--- src/hw/rtl/header_length_tail_deframer_macros.svh ---
// Assertion macros for the header/length/tail deframer
`ifndef HEADER_LENGTH_TAIL_DEFRAMER_MACROS_SVH
`define HEADER_LENGTH_TAIL_DEFRAMER_MACROS_SVH

// Same-cycle implication, sampled on clk, off while arst_n is low
`define HLTD_ASSERT_IMP(lbl, ante, cons, msg) \
	lbl: assert property (@(posedge clk) disable iff (!arst_n) (ante) |-> (cons)) \
		else $error(msg);

// Next-cycle implication, sampled on clk, off while arst_n is low
`define HLTD_ASSERT_NXT(lbl, ante, cons, msg) \
	lbl: assert property (@(posedge clk) disable iff (!arst_n) (ante) |=> (cons)) \
		else $error(msg);

`endif

--- src/hw/rtl/hltd_ram.sv ---
// Generic single-write, single-read RAM with registered read data
module hltd_ram #(
	parameter int W     = 8,
	parameter int DEPTH = 512
) (
	input  logic                     clk,
	input  logic                     we,
	input  logic [$clog2(DEPTH)-1:0] waddr,
	input  logic [W-1:0]             wdata,
	input  logic                     re,
	input  logic [$clog2(DEPTH)-1:0] raddr,
	output logic [W-1:0]             rdata
);

	logic [W-1:0] mem [DEPTH];
	logic [W-1:0] rdata_q;

	always_ff @(posedge clk) begin
		if (we) begin
			mem[waddr] <= wdata;
		end
		if (re) begin
			rdata_q <= mem[raddr];
		end
	end

	assign rdata = rdata_q;

endmodule

--- config.mk ---
export PLATFORM = sky130hd
export DESIGN_NAME = hltd_ram
export DESIGN_NICKNAME = d
export VERILOG_FILES = /design/src/hw/rtl/header_length_tail_deframer_macros.svh /design/src/hw/rtl/hltd_ram.sv
export SDC_FILE = /design/constraint.sdc
export NUM_CORES = 2
export LEC_CHECK = 0
export ABC_AREA = 1
export BUFFER_PORTS_ARGS = -buffer_cell sky130_fd_sc_hd__buf_2
export CAP_MARGIN = 20
export CORE_UTILIZATION = 30
export DETAILED_ROUTE_END_ITERATION = 8
export GPL_ROUTABILITY_DRIVEN = 0
export PLACE_DENSITY = 0.53
export REMOVE_ABC_BUFFERS = 1
export SYNTH_ARGS = -nofsm -noshare
export SYNTH_HDL_FRONTEND = slang
export SYNTH_SLANG_ARGS = --single-unit
--- constraint.sdc ---
create_clock -name clk -period 2.2 [get_ports clk]
set_input_delay 0.44 -clock clk [delete_from_list [all_inputs] [get_ports clk]]
set_output_delay 0.44 -clock clk [all_outputs]
set_load 0.05 [all_outputs]
## Yosys cells after proc, flatten, opt, wreduce, memory -nomap -nowiden

Memory sizes are Yosys's and may differ from the RTL's. A register that Yosys moved wholly into a read port is not among the register bits.
Cells that the tools add are included.

| storage, ports and cells | value |
|---|---|
| memory bits (writable) | 4096 |
| memories | 1 |
| input bits | 29 |
| output and inout bits | 8 |
| logic and storage cells | 3 |
| bits in registers | 0 |

| operators by class | value |
|---|---|
| muxes and demuxes | 2 |

Memory list:

| memory | words | width | read ports | clocked after memory_dff | write ports | RTL line | text |
|---|---|---|---|---|---|---|---|
| mem | 512 | 8 | 1 | 1 | 1 | hltd_ram.sv:15 | `logic [W-1:0] mem [DEPTH];` |

Operators by type and width:

| kind | number |
|---|---|
| $mux 1 | 2 |

## Depth between registers and ports, before layout

| depth | value |
|---|---|
| depth in word-level cells | 2 |
| depth in mapped cells | 15 |
| gate-level depth less buffers | 11 |

## Worst setup path after synthesis

OpenSTA, ideal clock, no wires.

| timing path | value |
|---|---|
| path kind | in2reg |
| start | input port waddr[4] |
| end | memory mem[212][0] (enable) |
| path buffers | 1 |
| arrival | 1.661 ns |
| stages | 7 |
| library setup time | 0.370 ns |
| slack | 0.169 ns |
| cell sequence | inv_1 nor2_1 inv_1 nor2_1 inv_1 clkbuf_1 nor2_1 |

RTL lines:

| item | RTL line | text |
|---|---|---|
| start: declaration | hltd_ram.sv:8 | `input logic [$clog2(DEPTH)-1:0] waddr,` |
| end: declaration | hltd_ram.sv:15 |  |

No word-level cell before the write port.

## Final worst setup path

| timing path | value |
|---|---|
| start | register rdata_q[1], in the netlist rdata[1], read port of mem |
| end | output port rdata[1] |

RTL lines:

| item | RTL line | text |
|---|---|---|
| start: declaration | hltd_ram.sv:16 | `logic [W-1:0] rdata_q;` |
| end: declaration | hltd_ram.sv:12 | `output logic [W-1:0] rdata` |

No word-level cell between the ends.

==> impl_metrics.toml <==
[placement]
hpwlAfterDp_um = 327000
numPortBuffers = 36
pre_cts_ws_ps = -1318
place_area_sq_um = 187800

[timing]
period_share_pct = 113.6
skew_ps = 51.81
slew_headroom_pct = 49.57
setup_viol = 8
max_freq_mhz = 400.2
hold_ws_ps = 125.1
min_period_ps = 2498
fin_ws_ps = -298.5
hold_viol = 0
finalMaxSlewViolations = 0
rsz0062_at_grt = "true"
tightest_slew_ps = 756.4

[drt]
finalWirelength_um = 511800
ant_nets = 0
vias = 111800
routedWlPerCell_um = 22.53
drt_iter0_drc = 10310
viasPerCell = 4.923
drc = 0
dr.pass1.iters = 6

[synth]
synth_top_cell_area_share_pct = 73.88
syn_area_per_cell_sq_um = 12.01
synth_seq_cells = 4104
netlist_top_cells_area = "edfxtp_1 (74%), nand3_1 (12%), nand2_1 (9.4%)"
synth_ff_type = "edfxtp_1"
ys.warnings.count = 0
async_reset_ff_share_pct = 0
synth_area_leader_cell = "edfxtp_1"
syn-cell-area_sq_um = 166800
netlist_instances = 13890
synth_edf_count = 4104
ys_seq_area_share_pct = 73.88
yosysMostFrequentCell = "nand2_1"
synthTopCellsByCount = "nand2_1 (4160), edfxtp_1 (4104), nand3_1 (4080), buf_2 (517), nor2_1 (514)"
yosys.cell_types.count = 15

[status]
status = "finished with violations"
violations = "negative setup slack"

[critical_path]
reg2regPathDepth = 13
crit_type = "reg -> out"
r2r-end = "rdata[7]$_DFFE_PP_"
cp_top_family = "flip-flops"
crit_path_top_delay_cell = "edfxtp_1"
start_kind = "flop"
max_stage_delay_ps = 840
cp.required_ps = 1760
critPathLaunch = "rdata[1]$_DFFE_PP_"
cp_max_fo = 1
r2r_slack_ps = 20
crit_end = "rdata[1]"
critPathCaptureType = "primary output"
timing.rr.start = "mem[35][7]$_DFFE_PP_"
path_buf_inv = 1
crit_cells = 1
worstPathCellList = "buf_6"
crit_arrival_ps = 2060

[cts]
clk_pin_slew_ps = 60
clkLatencyLatePin_ps = 990
cts_sinks = 4104
clockBufferDepth = 4
root_buffer = "clkbuf_16"
cts_buffers = 436
htree_levels = 5
cts_tree = "built"

[layout]
drive_above_1_share_pct = 15.45
area_delta_synth_final_pct = 21.53
nets = 15080
final_cell_area_sq_um = 202700
fill_cells = 53240
fin_util_pct = 36.63

[floorplan]
die_w_um = 747.7
dieArea_sq_um = 559000
core-area_sq_um = 553400
start_util_pct = 30.14
die_y_um = 747.7
rows = 273
num_io_pins = 37

[global_route]
grt_usage_pct = 17.68
grt_overflow = 0
grt_pass1_vias = 107800
grt_pass1_wl_um = 746200
grt_max_degree = 102
antenna_found_initial = 16

[power_and_ir_drop]
p_leak_nw = 72.30
pwr-share-seq_pct = 50.9
power_density_nw_per_um2 = 835.4
ir_worst_vdd_mv = 0.6939
combPwrFrac_pct = 7.1
pwr-share-clk_pct = 42.0
power.switching_mw = 39.35
netSwitchingFraction_pct = 23.24
power.total_mw = 169.3
intPower_mw = 130.0

[min_path]
hp-class = "in -> reg"

[flow_run]
drv_cap = 0
[flip-flops by register name (all words and copies together), names as in the netlist]
| name | cells |
|---|---|
| mem | 4096 |
| rdata | 8 |
[metrics by stage]
step / instances / TNS [ps]
floorplan: 12910 / -69530
CTS: 22680 / -1577
global route: 22710 / -1793
finish: 22710 / -1388
detailed placement: 21870 / -79830
global placement: 21870 / -88880
[cell type report]
cell class	count	area (sq um)	share of cell area, %
Antenna cell	7	17.52	0.008641
Clock buffer	527	11290	5.572
Clock inverter	276	2366	1.167
Inverter	39	202.7	0.09999
Multi-Input combinational cell	8765	38570	19.03
Sequential cell	4104	123200	60.79
Tap cell	7287	9117	4.498
Timing Repair Buffer	1707	17910	8.834
[layer usage]
layer | GRT usage, % | part of all wire (%) | up-vias
met5 | 0 | 0.010 | -
met4 | 5.353 | 3.2 | 6
met3 | 2.560 | 6.3 | 740
met2 | 28.65 | 47 | 3447
met1 | 24.60 | 44 | 55720
li1 | - | - | 51910
[power by group through the flow]
stage	logic [mW]	clock network, mW	registers, mW
after floorplan	5.03	0	87.9
after global placement	11.7	0	87.8
after detailed placement	11.7	0	87.8
after global routing	12.9	75.2	86.2
after CTS	11.9	72.3	86.2
final	12.0	71.1	86.2
[cells in the final DEF, fill, tap and decap left out, types with 79 or more instances in the layout]
cell	n
nor2_1	512
clkbuf_16	447
edfxtp_1	4104
clkbuf_1	89
clkinv_1	127
clkinv_2	79
buf_12	348
nand3_1	4008
buf_4	1275
nand2_1	4145
[logic make-up (layout without fill, tap and decap cells)]
family	after synthesis	count (layout)	synth area share, %
other	0	7	0
flip-flops	4104	4104	73.88
AND/OR/NAND/NOR	8765	8765	22.79
buffers and inverters	1022	2549	3.328
[tightest hold or removal path, delay by kind of cell]
family	cells	cell delay (ps)
buf+inv	1	250
simple gates	2	240
[what timing repair did]
item | 4_1_cts | 5_1_grt
hold endpoints to repair | 328 | 0
buffers inserted | 3 | 14
pin swaps | 0 | 2
hold buffers | 9 | 0
gates cloned | 3 | 9
resized for setup | 47 | 82
setup endpoints to repair | 16 | 16
[worst min path at each step]
stage / from / to / slack (ps) / depth (start not counted)
after floorplan: wdata[0] / mem[0][0]$_DFFE_PP_ / 540 / 0
after global placement: wdata[2] / mem[17][2]$_DFFE_PP_ / 830 / 1
after detailed placement: wdata[2] / mem[17][2]$_DFFE_PP_ / 830 / 1
after CTS: raddr[8] / rdata[7]$_DFFE_PP_ / 7 / 3
after global routing: raddr[8] / rdata[0]$_DFFE_PP_ / 80 / 3
final: raddr[8] / rdata[0]$_DFFE_PP_ / 130 / 3
No activity file was read; power rests on OpenSTA's default activity.
