File: config.mk
export PLATFORM = sky130hd
export DESIGN_NAME = hltd_seq_flat
export DESIGN_NICKNAME = d
export VERILOG_FILES = /design/src/hw/rtl/header_length_tail_deframer_macros.svh /design/src/hw/rtl/hltd_pkg.sv /design/src/hw/rtl/hltd_stream_if.sv /design/src/hw/rtl/hltd_seq.sv /design/src/flat_wrapper.sv
export SDC_FILE = /design/constraint.sdc
export NUM_CORES = 1
export LEC_CHECK = 0
export BUFFER_PORTS_ARGS = -buffer_cell sky130_fd_sc_hd__buf_2
export CAP_MARGIN = 0
export CORE_MARGIN = 3
export CORE_UTILIZATION = 53
export CTS_CLUSTER_SIZE = 25
export DETAILED_ROUTE_END_ITERATION = 12
export GPL_ROUTABILITY_DRIVEN = 0
export GPL_TIMING_DRIVEN = 0
export PLACE_DENSITY = 0.85
export SYNTH_ARGS = -nofsm -noshare
export SYNTH_HDL_FRONTEND = slang
export SYNTH_SLANG_ARGS = --single-unit
File: constraint.sdc
create_clock -name clk -period 3.2 [get_ports clk]
set_input_delay 0 -clock clk [delete_from_list [all_inputs] [get_ports clk]]
set_output_delay 0 -clock clk [all_outputs]
set_load 0.1 [all_outputs]
File: src/hw/rtl/header_length_tail_deframer_macros.svh
// Assertion macros for the header/length/tail deframer
`ifndef HEADER_LENGTH_TAIL_DEFRAMER_MACROS_SVH
`define HEADER_LENGTH_TAIL_DEFRAMER_MACROS_SVH

// Same-cycle implication, sampled on clk, off while arst_n is low
`define HLTD_ASSERT_IMP(lbl, ante, cons, msg) \
	lbl: assert property (@(posedge clk) disable iff (!arst_n) (ante) |-> (cons)) \
		else $error(msg);

// Next-cycle implication, sampled on clk, off while arst_n is low
`define HLTD_ASSERT_NXT(lbl, ante, cons, msg) \
	lbl: assert property (@(posedge clk) disable iff (!arst_n) (ante) |=> (cons)) \
		else $error(msg);

`endif

File: src/hw/rtl/hltd_pkg.sv
// Types, constants and helpers shared by the deframer files
package hltd_pkg;

	localparam int CAND_DEPTH = 512;
	localparam int OUT_DEPTH  = 1024;

	localparam int CAND_AW = $clog2(CAND_DEPTH);
	localparam int CAND_CW = $clog2(CAND_DEPTH + 1);
	localparam int OUT_AW  = $clog2(OUT_DEPTH);
	localparam int OUT_LW  = $clog2(OUT_DEPTH + 1);

	localparam int BYTE_W    = 8;
	localparam int OUT_W     = BYTE_W + 1;
	localparam int QLEVEL_W  = 11;
	localparam int LEN_W     = 9;
	localparam int LEN_OFS   = 3;
	localparam int FRAME_OVH = 6;
	localparam int MIN_CAND  = 6;
	localparam int MAX_FRAME = FRAME_OVH + 255;

	localparam logic [BYTE_W-1:0] HDR_RESET  = 8'hAA;
	localparam logic [BYTE_W-1:0] TAIL_RESET = 8'h55;

	localparam int CFG_IDX_W = 1;

	typedef enum logic [CFG_IDX_W-1:0] {
		CFG_HEADER = 1'b0,
		CFG_TAIL   = 1'b1
	} cfg_idx_t;

	typedef enum logic [2:0] {
		ST_IDLE,
		ST_LEN,
		ST_TAIL,
		ST_COPY,
		ST_COPY_END,
		ST_ALIGN_RD,
		ST_ALIGN_CMP,
		ST_FIN
	} seq_state_t;

	typedef struct packed {
		logic              func;
		logic [BYTE_W-1:0] rx_byte;
	} req_item_t;

	typedef struct packed {
		logic                out_valid;
		logic [BYTE_W-1:0]   out_byte;
		logic                out_last;
		logic                frame_dropped;
		logic [QLEVEL_W-1:0] queue_level;
	} rsp_item_t;

	typedef struct packed {
		logic [BYTE_W-1:0] header_byte;
		logic [BYTE_W-1:0] tail_byte;
	} cfg_t;

	typedef struct packed {
		logic               we;
		logic [CAND_AW-1:0] waddr;
		logic [BYTE_W-1:0]  wdata;
		logic               re;
		logic [CAND_AW-1:0] raddr;
	} cand_port_t;

	typedef struct packed {
		logic              we;
		logic [OUT_AW-1:0] waddr;
		logic [OUT_W-1:0]  wdata;
		logic              re;
		logic [OUT_AW-1:0] raddr;
	} oq_port_t;

	typedef struct packed {
		logic               idle;
		logic [OUT_LW-1:0]  level;
		logic [CAND_CW-1:0] count;
	} seq_status_t;

	// Circular add inside the candidate buffer; both operands below CAND_DEPTH
	function automatic logic [CAND_AW-1:0] cand_add(input logic [CAND_AW-1:0] a,
		input logic [CAND_AW-1:0] b);
		logic [CAND_AW:0] sum;
		sum = {1'b0, a} + {1'b0, b};
		if (sum >= (CAND_AW+1)'(CAND_DEPTH)) begin
			sum = sum - (CAND_AW+1)'(CAND_DEPTH);
		end
		return sum[CAND_AW-1:0];
	endfunction

	function automatic logic [OUT_AW-1:0] out_inc(input logic [OUT_AW-1:0] p);
		return (p == OUT_AW'(OUT_DEPTH - 1)) ? '0 : p + OUT_AW'(1);
	endfunction

endpackage

File: src/hw/rtl/hltd_stream_if.sv
// Request and response channel interfaces of the deframer
interface hltd_req_if import hltd_pkg::*; ();
	logic      valid;
	logic      ready;
	req_item_t data;

	modport source (output valid, output data, input ready);
	modport sink (input valid, input data, output ready);
endinterface

interface hltd_rsp_if import hltd_pkg::*; ();
	logic      valid;
	logic      ready;
	rsp_item_t data;

	modport source (output valid, output data, input ready);
	modport sink (input valid, input data, output ready);
endinterface

File: src/hw/rtl/hltd_seq.sv
// Sequencer: candidate buffer walk, frame copy, queue pointers, result register
module hltd_seq import hltd_pkg::*; (
	input  logic                clk,
	input  logic                arst_n,
	input  cfg_t                cfg,
	hltd_req_if.sink            req,
	hltd_rsp_if.source          rsp,
	output cand_port_t          cand_port,
	input  logic [BYTE_W-1:0]   cand_rdata,
	output oq_port_t            oq_port,
	input  logic [OUT_W-1:0]    oq_rdata,
	output seq_status_t         status
);

	seq_state_t         state_q, state_d;
	logic [CAND_AW-1:0] start_q, start_d;
	logic [CAND_CW-1:0] count_q, count_d;
	logic [OUT_AW-1:0]  head_q, head_d;
	logic [OUT_AW-1:0]  tail_q, tail_d;
	logic [OUT_LW-1:0]  level_q, level_d;
	logic               rsp_valid_q, rsp_valid_d;
	logic               cp_vld_s1, cp_vld_d;

	logic [LEN_W-1:0]   len_q, len_d;
	logic [LEN_W-1:0]   idx_q, idx_d;
	logic               dropped_q, dropped_d;
	logic               hit_q, hit_d;
	logic               cp_last_s1, cp_last_d;
	rsp_item_t          rsp_q, rsp_d;

	logic               keep;
	logic [CAND_CW-1:0] cnt_new;
	logic [LEN_W-1:0]   len_w;
	logic [OUT_LW:0]    fit_sum;

	always_comb begin
		state_d     = state_q;
		start_d     = start_q;
		count_d     = count_q;
		head_d      = head_q;
		tail_d      = tail_q;
		level_d     = level_q;
		rsp_valid_d = rsp_valid_q && !rsp.ready;
		cp_vld_d    = 1'b0;
		len_d       = len_q;
		idx_d       = idx_q;
		dropped_d   = dropped_q;
		hit_d       = hit_q;
		cp_last_d   = 1'b0;
		rsp_d       = rsp_q;
		req.ready   = 1'b0;
		cand_port   = '0;
		oq_port     = '0;

		keep    = (count_q != '0) || (req.data.rx_byte == cfg.header_byte);
		cnt_new = count_q + CAND_CW'(keep);
		len_w   = LEN_W'(FRAME_OVH) + LEN_W'(cand_rdata);
		fit_sum = (OUT_LW+1)'(level_q) + (OUT_LW+1)'(len_q);

		// Second half of the copy pipeline: candidate byte lands in the queue
		if (cp_vld_s1) begin
			oq_port.we    = 1'b1;
			oq_port.waddr = tail_q;
			oq_port.wdata = {cp_last_s1, cand_rdata};
			tail_d        = out_inc(tail_q);
		end

		unique case (state_q)
			ST_IDLE: begin
				req.ready = 1'b1;
				if (req.valid) begin
					dropped_d = 1'b0;
					hit_d     = 1'b0;
					state_d   = ST_FIN;
					if (!req.data.func) begin
						if (keep && (count_q < CAND_CW'(CAND_DEPTH))) begin
							cand_port.we    = 1'b1;
							cand_port.waddr = cand_add(start_q, CAND_AW'(count_q));
							cand_port.wdata = req.data.rx_byte;
							count_d         = cnt_new;
						end
						// length byte sits apart from the write slot once six are held
						cand_port.re    = 1'b1;
						cand_port.raddr = cand_add(start_q, CAND_AW'(LEN_OFS));
						if (cnt_new >= CAND_CW'(MIN_CAND)) begin
							state_d = ST_LEN;
						end
					end else if (level_q != '0) begin
						oq_port.re    = 1'b1;
						oq_port.raddr = head_q;
						head_d        = out_inc(head_q);
						level_d       = level_q - OUT_LW'(1);
						hit_d         = 1'b1;
					end
				end
			end
			ST_LEN: begin
				len_d = len_w;
				if (count_q < CAND_CW'(len_w)) begin
					state_d = ST_FIN;
				end else begin
					cand_port.re    = 1'b1;
					cand_port.raddr = cand_add(start_q, CAND_AW'(len_w - LEN_W'(1)));
					state_d         = ST_TAIL;
				end
			end
			ST_TAIL: begin
				if (cand_rdata == cfg.tail_byte) begin
					if (fit_sum > (OUT_LW+1)'(OUT_DEPTH)) begin
						dropped_d = 1'b1;
						start_d   = cand_add(start_q, CAND_AW'(len_q));
						count_d   = count_q - CAND_CW'(len_q);
						state_d   = ST_ALIGN_RD;
					end else begin
						idx_d   = '0;
						state_d = ST_COPY;
					end
				end else begin
					// wrong tail: drop the header and rescan
					start_d = cand_add(start_q, CAND_AW'(1));
					count_d = count_q - CAND_CW'(1);
					state_d = ST_ALIGN_RD;
				end
			end
			ST_COPY: begin
				cand_port.re    = 1'b1;
				cand_port.raddr = cand_add(start_q, CAND_AW'(idx_q));
				cp_vld_d        = 1'b1;
				cp_last_d       = (idx_q == len_q - LEN_W'(1));
				idx_d           = idx_q + LEN_W'(1);
				if (cp_last_d) begin
					state_d = ST_COPY_END;
				end
			end
			ST_COPY_END: begin
				start_d = cand_add(start_q, CAND_AW'(len_q));
				count_d = count_q - CAND_CW'(len_q);
				level_d = level_q + OUT_LW'(len_q);
				state_d = ST_ALIGN_RD;
			end
			ST_ALIGN_RD: begin
				if (count_q == '0) begin
					state_d = ST_FIN;
				end else begin
					cand_port.re    = 1'b1;
					cand_port.raddr = start_q;
					state_d         = ST_ALIGN_CMP;
				end
			end
			ST_ALIGN_CMP: begin
				if (cand_rdata == cfg.header_byte) begin
					if (count_q >= CAND_CW'(MIN_CAND)) begin
						cand_port.re    = 1'b1;
						cand_port.raddr = cand_add(start_q, CAND_AW'(LEN_OFS));
						state_d         = ST_LEN;
					end else begin
						state_d = ST_FIN;
					end
				end else begin
					start_d = cand_add(start_q, CAND_AW'(1));
					count_d = count_q - CAND_CW'(1);
					state_d = ST_ALIGN_RD;
				end
			end
			ST_FIN: begin
				// hold until the result register is free
				if (!rsp_valid_q || rsp.ready) begin
					rsp_d.out_valid     = hit_q;
					rsp_d.out_byte      = hit_q ? oq_rdata[BYTE_W-1:0] : '0;
					rsp_d.out_last      = hit_q ? oq_rdata[BYTE_W] : 1'b0;
					rsp_d.frame_dropped = dropped_q;
					rsp_d.queue_level   = QLEVEL_W'(level_q);
					rsp_valid_d         = 1'b1;
					state_d             = ST_IDLE;
				end
			end
			default: begin
				state_d = ST_IDLE;
			end
		endcase
	end

	always_ff @(posedge clk or negedge arst_n) begin
		if (!arst_n) begin
			state_q     <= ST_IDLE;
			start_q     <= '0;
			count_q     <= '0;
			head_q      <= '0;
			tail_q      <= '0;
			level_q     <= '0;
			rsp_valid_q <= 1'b0;
			cp_vld_s1   <= 1'b0;
		end else begin
			state_q     <= state_d;
			start_q     <= start_d;
			count_q     <= count_d;
			head_q      <= head_d;
			tail_q      <= tail_d;
			level_q     <= level_d;
			rsp_valid_q <= rsp_valid_d;
			cp_vld_s1   <= cp_vld_d;
		end
	end

	always_ff @(posedge clk) begin
		len_q      <= len_d;
		idx_q      <= idx_d;
		dropped_q  <= dropped_d;
		hit_q      <= hit_d;
		cp_last_s1 <= cp_last_d;
		rsp_q      <= rsp_d;
	end

	assign rsp.valid    = rsp_valid_q;
	assign rsp.data     = rsp_q;
	assign status.idle  = (state_q == ST_IDLE);
	assign status.level = level_q;
	assign status.count = count_q;

endmodule

File: src/flat_wrapper.sv
// flat-port wrapper written by rule: the top's interface ports become plain ports
module hltd_seq_flat import hltd_pkg::*;
  (clk, arst_n, cfg, cand_port, cand_rdata, oq_port, oq_rdata, status, req_valid, req_data, req_ready, rsp_valid, rsp_data, rsp_ready);
  hltd_req_if req_i ();
  hltd_rsp_if rsp_i ();
  input  logic clk;
  input  logic arst_n;
  input  cfg_t cfg;
  output cand_port_t cand_port;
  input  logic [BYTE_W-1:0] cand_rdata;
  output oq_port_t oq_port;
  input  logic [OUT_W-1:0] oq_rdata;
  output seq_status_t status;
  input wire logic [$bits(req_i.valid)-1:0] req_valid;
  input wire logic [$bits(req_i.data)-1:0] req_data;
  output wire logic [$bits(req_i.ready)-1:0] req_ready;
  output wire logic [$bits(rsp_i.valid)-1:0] rsp_valid;
  output wire logic [$bits(rsp_i.data)-1:0] rsp_data;
  input wire logic [$bits(rsp_i.ready)-1:0] rsp_ready;
  assign req_i.valid = req_valid;
  assign req_i.data = req_data;
  assign req_ready = req_i.ready;
  assign rsp_valid = rsp_i.valid;
  assign rsp_data = rsp_i.data;
  assign rsp_i.ready = rsp_ready;
  hltd_seq u_core (.clk(clk), .arst_n(arst_n), .cfg(cfg), .req(req_i), .rsp(rsp_i), .cand_port(cand_port), .cand_rdata(cand_rdata), .oq_port(oq_port), .oq_rdata(oq_rdata), .status(status));
endmodule
# After elaboration in Yosys (flattened, before gate mapping)
# Index checks and enable logic that the tools add are counted.
[classes] n_reduce_logical=24 n_mux=61 n_lt_le_gt_ge=11 n_eq_ne=25 addsub=24
[op_table] cell="$mux 10" n=12
[op_table] cell="$mux 9" n=11
[op_table] cell="$mux 11" n=7
[op_table] cell="$sub 9x1->9 const B" n=8
[op_table] cell="$ge 10x10->1 const B" n=6
[op_table] cell="$mux 28" n=2
[op_table] cell="$pmux 10 s5" n=1
[op_table] cell="$add 9x9->10" n=4
[op_table] cell="$pmux 10 s4" n=1
[op_table] cell="$mux 18" n=2
[op_table] cell="$mux 3" n=10
[op_table] cell="$pmux 9 s3" n=1
[op_table] cell="$eq 8x8->1" n=3
[op_table] cell="$pmux 3 s8" n=1
[op_table] cell="$pmux 11 s2" n=1
[op_table] cell="$add 10x1->10 const B" n=2
[op_table] cell="$eq 10x10->1 const B" n=2
[op_table] cell="$ge 10x3->1 const B" n=2
[op_table] cell="$mux 20" n=1
[op_table] cell="$pmux 9 s2" n=1
[op_table] cell="$ne 2x1->1 const B" n=8
[op_table] cell="$add 11x9->12" n=1
[op_table] cell="$eq 3x3->1 const B" n=4
[op_table] cell="$gt 12x11->1 const B" n=1
[op_table] cell="other kinds (32)" n=53
[totals] regBits=98 word_cells=163 out_inout_bits=105

# Depth between registers and ports, before layout
[depth] depth_word=8 depth_mapped=15

# Least setup slack after synthesis
# Ideal clock, no wire load.
[synth_path] kind="flip-flop to output port" start="register u_core.state_q[0]" end="output port cand_port[11] in the netlist's numbering" stages_incl_launch_ff=8 required_time_ps=3200 arrival_time_ps=5468 path_buffers=2 slack_ps=-2268 cell_sequence="dfrtp_1 > clkbuf_1 > nor3_1 > and2_1 > nand3_1 > inv_1 > clkbuf_1 > and2_1"
[synth_lines] element="start, declared" line="hltd_seq.sv:15" rtl="seq_state_t state_q, state_d;"
[synth_lines] element="start signal, assigned" line="hltd_seq.sv:194" rtl="state_q <= state_d;"
[synth_lines] element="end, declared" line="flat_wrapper.sv:9" rtl="output cand_port_t cand_port;"

# Final worst setup path
[layout_path] start="register u_core.count_q[6]" end="register u_core.state_q[2]"
[layout_via] elab_chain_cells=8
[layout_lines] element="start, declared" line="hltd_seq.sv:17" rtl="logic [CAND_CW-1:0] count_q, count_d;"
[layout_lines] element="start signal, assigned" line="hltd_seq.sv:196" rtl="count_q <= count_d;"
[layout_lines] element="$reduce_bool 10->1" line="hltd_seq.sv:55" rtl="keep = (count_q != '0) || (req.data.rx_byte == cfg.header_byte);"
[layout_lines] element="$logic_or 1x1->1" line="hltd_seq.sv:55"
[layout_lines] element="$add 10x1->10" line="hltd_seq.sv:56" rtl="cnt_new = count_q + CAND_CW'(keep);"
[layout_lines] element="$ge 10x3->1" line="hltd_seq.sv:85" rtl="if (cnt_new >= CAND_CW'(MIN_CAND)) begin"
[layout_lines] element="$mux 3" line="hltd_seq.sv:85"
[layout_lines] element="$mux 3" line="hltd_seq.sv:75" rtl="if (!req.data.func) begin"
[layout_lines] element="$mux 3" line="hltd_seq.sv:71" rtl="if (req.valid) begin"
[layout_lines] element="$pmux 3 s8 (*)" line="hltd_seq.sv:68" rtl="unique case (state_q)"
# Every way passes the cells marked *; elsewhere a longest branch is shown, timed or not. The select of a mux whose other input is x is not followed.
# A chain may end at the register's enable or synchronous reset.

==> reports/results.ini <==
[status]
status = finished, violations left
violations = setup timing

[floorplan]
fp.dieH_um = 137
initial_core_util_pct = 54.4
dieArea_mm2 = 0.0187
io_pins = 151
rows = 47
die_w_um = 137
fp.coreArea_mm2 = 0.0166

[sta]
whs_ns = 0.0615
timing.fmax_mhz = 311
worst_slack_ns = -0.0107
hold_viol = 0
worstMarginPinSlew_ns = 1.12
min_period_ns = 3.21
finalCritPeriodShare_pct = 100
relSlewSlack_pct = 24.3
grt_setup_unrepaired = yes
skew_ns = 0.0108
setup_violations = 1
finalMaxSlewViolations = 0

[cells_and_area]
nets = 1374
syn_to_final_growth_pct = 22.8
stdcell_count = 1463
n_antenna_cell = 0
layout_commonest_cell = buf_2
drive_gt1_share_pct = 24.1
mostFrequentLayoutCells = buf_2 (137), xnor2_1 (93), nor2_1 (76), ha_1 (76), nand2_1 (70)

[critical_path]
rr_endpoint = u_core.state_q[2]$_DFFE_PN0P_
cp.required_ns = 3.46
cpMaxStageDelayCell = or4_4
rr_startpoint = u_core.count_q[6]$_DFFE_PN0P_
cp_num_buf_inv = 0
worstPathArrival_ns = 3.47
critPathTopFamily = simple AND/OR/NAND/NOR gates
critical_path_class = reg2reg
crit_start = u_core.count_q[6]$_DFFE_PN0P_
worstRegToRegCells = 12
cp_slowest_stage_delay_ns = 0.59
crit_path_start_kind = flip-flop
r2r_setup_slack_ns = -0.01
cp_cell_sequence = or4_4 > nor3_4 > o211ai_1 > ha_2 > ha_4 > nand2_2 > nor3_4 > mux2_2 > o21ai_0 > a32oi_2 > nand4_1 > o31a_1
worst-path-max-fanout = 7
end_kind = flip-flop
cpMostUsedCell = nor3_4

[cts]
cts_buffers = 9
cts_root_buf = clkbuf_16
cts.path.max_buffers = 2
clock-sinks = 98
cts_tree = built
clk_pin_slew_worst_paths_ns = 0.08
clkLatencyLatePin_ns = 0.37
htreeDepth = 3

[routing]
dr.pass1.iters = 6
drc = 0
wl_per_cell_um = 18.8
via_per_inst = 6.25
drt_iter0_markers = 979
ant_nets = 0
wl_mm = 27.4
via_count = 9151

[global_route]
antenna_found_initial = 0
grt_first_pass_wirelength_mm = 43.1
grt_max_degree = 56
overflow = 0
gr-usage-all-layers_pct = 29.1
grt_pass1_vias = 8511

[synthesis]
netlist_area_mm2 = 0.00906
ys_warn_count = 0
synthDistinctLibCells = 75
ys_ff_latch = 98
synth_top_flop_cell = dfrtp_1
synthCells = 1044
synth_top_area_cell = dfrtp_1
async_flop_share_pct = 56.1
syn_nets = 1180
synth-edff-count = 42
syn_avg_cell_area_um2 = 8.68
synth.area.top_cells = dfrtp_1 (15%), edfxtp_1 (14%), ha_1 (11%)
ys_seq_area_share_pct = 29.3
synth_top_area_share_pct = 15.2

[hold_path]
hp-class = in2reg
hold_depth = 2
hold_start = cand_rdata[1]
holdPathEnd = u_core.len_q[1]$_DFFE_PP_

[placed_design]
numPortBuffers = 146
dp_cells = 1411
dp_hpwl_mm = 20.0
pre_cts_ws_ns = -0.640

[job]
drv_cap = 0

-- metrics by stage --
stage	utilization [%]	area [um^2]	setup TNS (ns)
after global placement	62.0	10300	-7.44
final	66.9	11100	-0.0107
after detailed placement	62.1	10300	-9.66
after CTS	65.4	10900	-0.0157
after floorplan	-	9310	-1.21
after global routing	66.9	11100	-0.154
-- cells in the mapped netlist (9+ instances only) --
| library cell | number |
|---|---|
| xnor2_1 | 93 |
| ha_1 | 83 |
| nor2_1 | 78 |
| nand2_1 | 72 |
| o21ai_0 | 62 |
| inv_1 | 56 |
| dfrtp_1 | 55 |
| a21oi_1 | 45 |
| and2_1 | 44 |
| nand3_1 | 43 |
| edfxtp_1 | 42 |
| nor3_1 | 34 |
| xor2_1 | 34 |
| and3_1 | 31 |
| clkbuf_1 | 30 |
| a21o_1 | 17 |
| nand4_1 | 17 |
| o211ai_1 | 13 |
| a211oi_1 | 10 |
| nand2b_1 | 10 |
| mux2_2 | 9 |
-- state kept, by name (all words and copies together) (netlist names) --
name               cells
u_core.cp_last_s1      1
u_core.rsp.data       22
u_core.level_q        11
u_core.state_q         3
u_core.head_q         10
u_core.dropped_q       1
u_core.cp_vld_s1       1
u_core.start_q         9
u_core.rsp.valid       1
u_core.count_q        10
u_core.len_q           9
u_core.idx_q           9
u_core.tail_q         10
u_core.hit_q           1
-- area by class of cell --
cell class | instances | area (um^2)
Tap cell | 220 | 275
Buffer | 38 | 230
Fill cell | 1232 | 5520
Clock inverter | 7 | 76.3
Clock buffer | 9 | 225
Timing Repair Buffer | 188 | 1140
Sequential cell | 98 | 2700
Multi-Input combinational cell | 847 | 6260
Inverter | 56 | 213
-- what timing repair did --
action,in CTS,in global routing
hold buffers,12,0
hold endpoints to repair,54,0
endpoints found under the setup margin,54,59
setup buffers,10,18
cloned,1,0
pin swaps,11,12
resized for setup,21,34
-- worst max path at each step --
stage / to / cells after the start
detailed placement: u_core.level_q[10]$_DFFE_PN0P_ / 15
finish: u_core.state_q[2]$_DFFE_PN0P_ / 12
floorplan: cand_port[11] / 7
global route: u_core.state_q[2]$_DFFE_PN0P_ / 12
CTS: u_core.count_q[8]$_DFFE_PN0P_ / 11
global placement: u_core.level_q[9]$_DFFE_PN0P_ / 14
-- routing by layer --
layer	share of wire [%]	global-route usage, %
met5	0	0
met4	4.4	11.8
met3	11	6.18
met2	46	47.3
met1	39	37.8
-- worst register-to-register path: cells and delay by family (launching register included) --
kind,cells,cell delay [ns]
AND/OR/NAND/NOR,5,1.08
flip-flops,1,0.53
adder cells (fa/ha/maj),2,0.45
multiplexers,1,0.23
AO/OA/AOI/OAI,4,0.82
-- cells by family (layout without fill, tap and decap cells) --
kind of cell / Yosys count / in the layout / share of synthesized area, %
simple gates: 376 / 376 / 21.2
compound gates: 238 / 238 / 17.8
xor+xnor: 127 / 127 / 12.3
buf+inv: 99 / 298 / 4.39
flops: 98 / 98 / 29.3
fa+ha+maj: 91 / 91 / 13.1
mux: 15 / 15 / 1.84
Power is left out: the tool's default activity adds up to more than one toggle a clock period on the data nets, which glitch-free logic cannot reach.
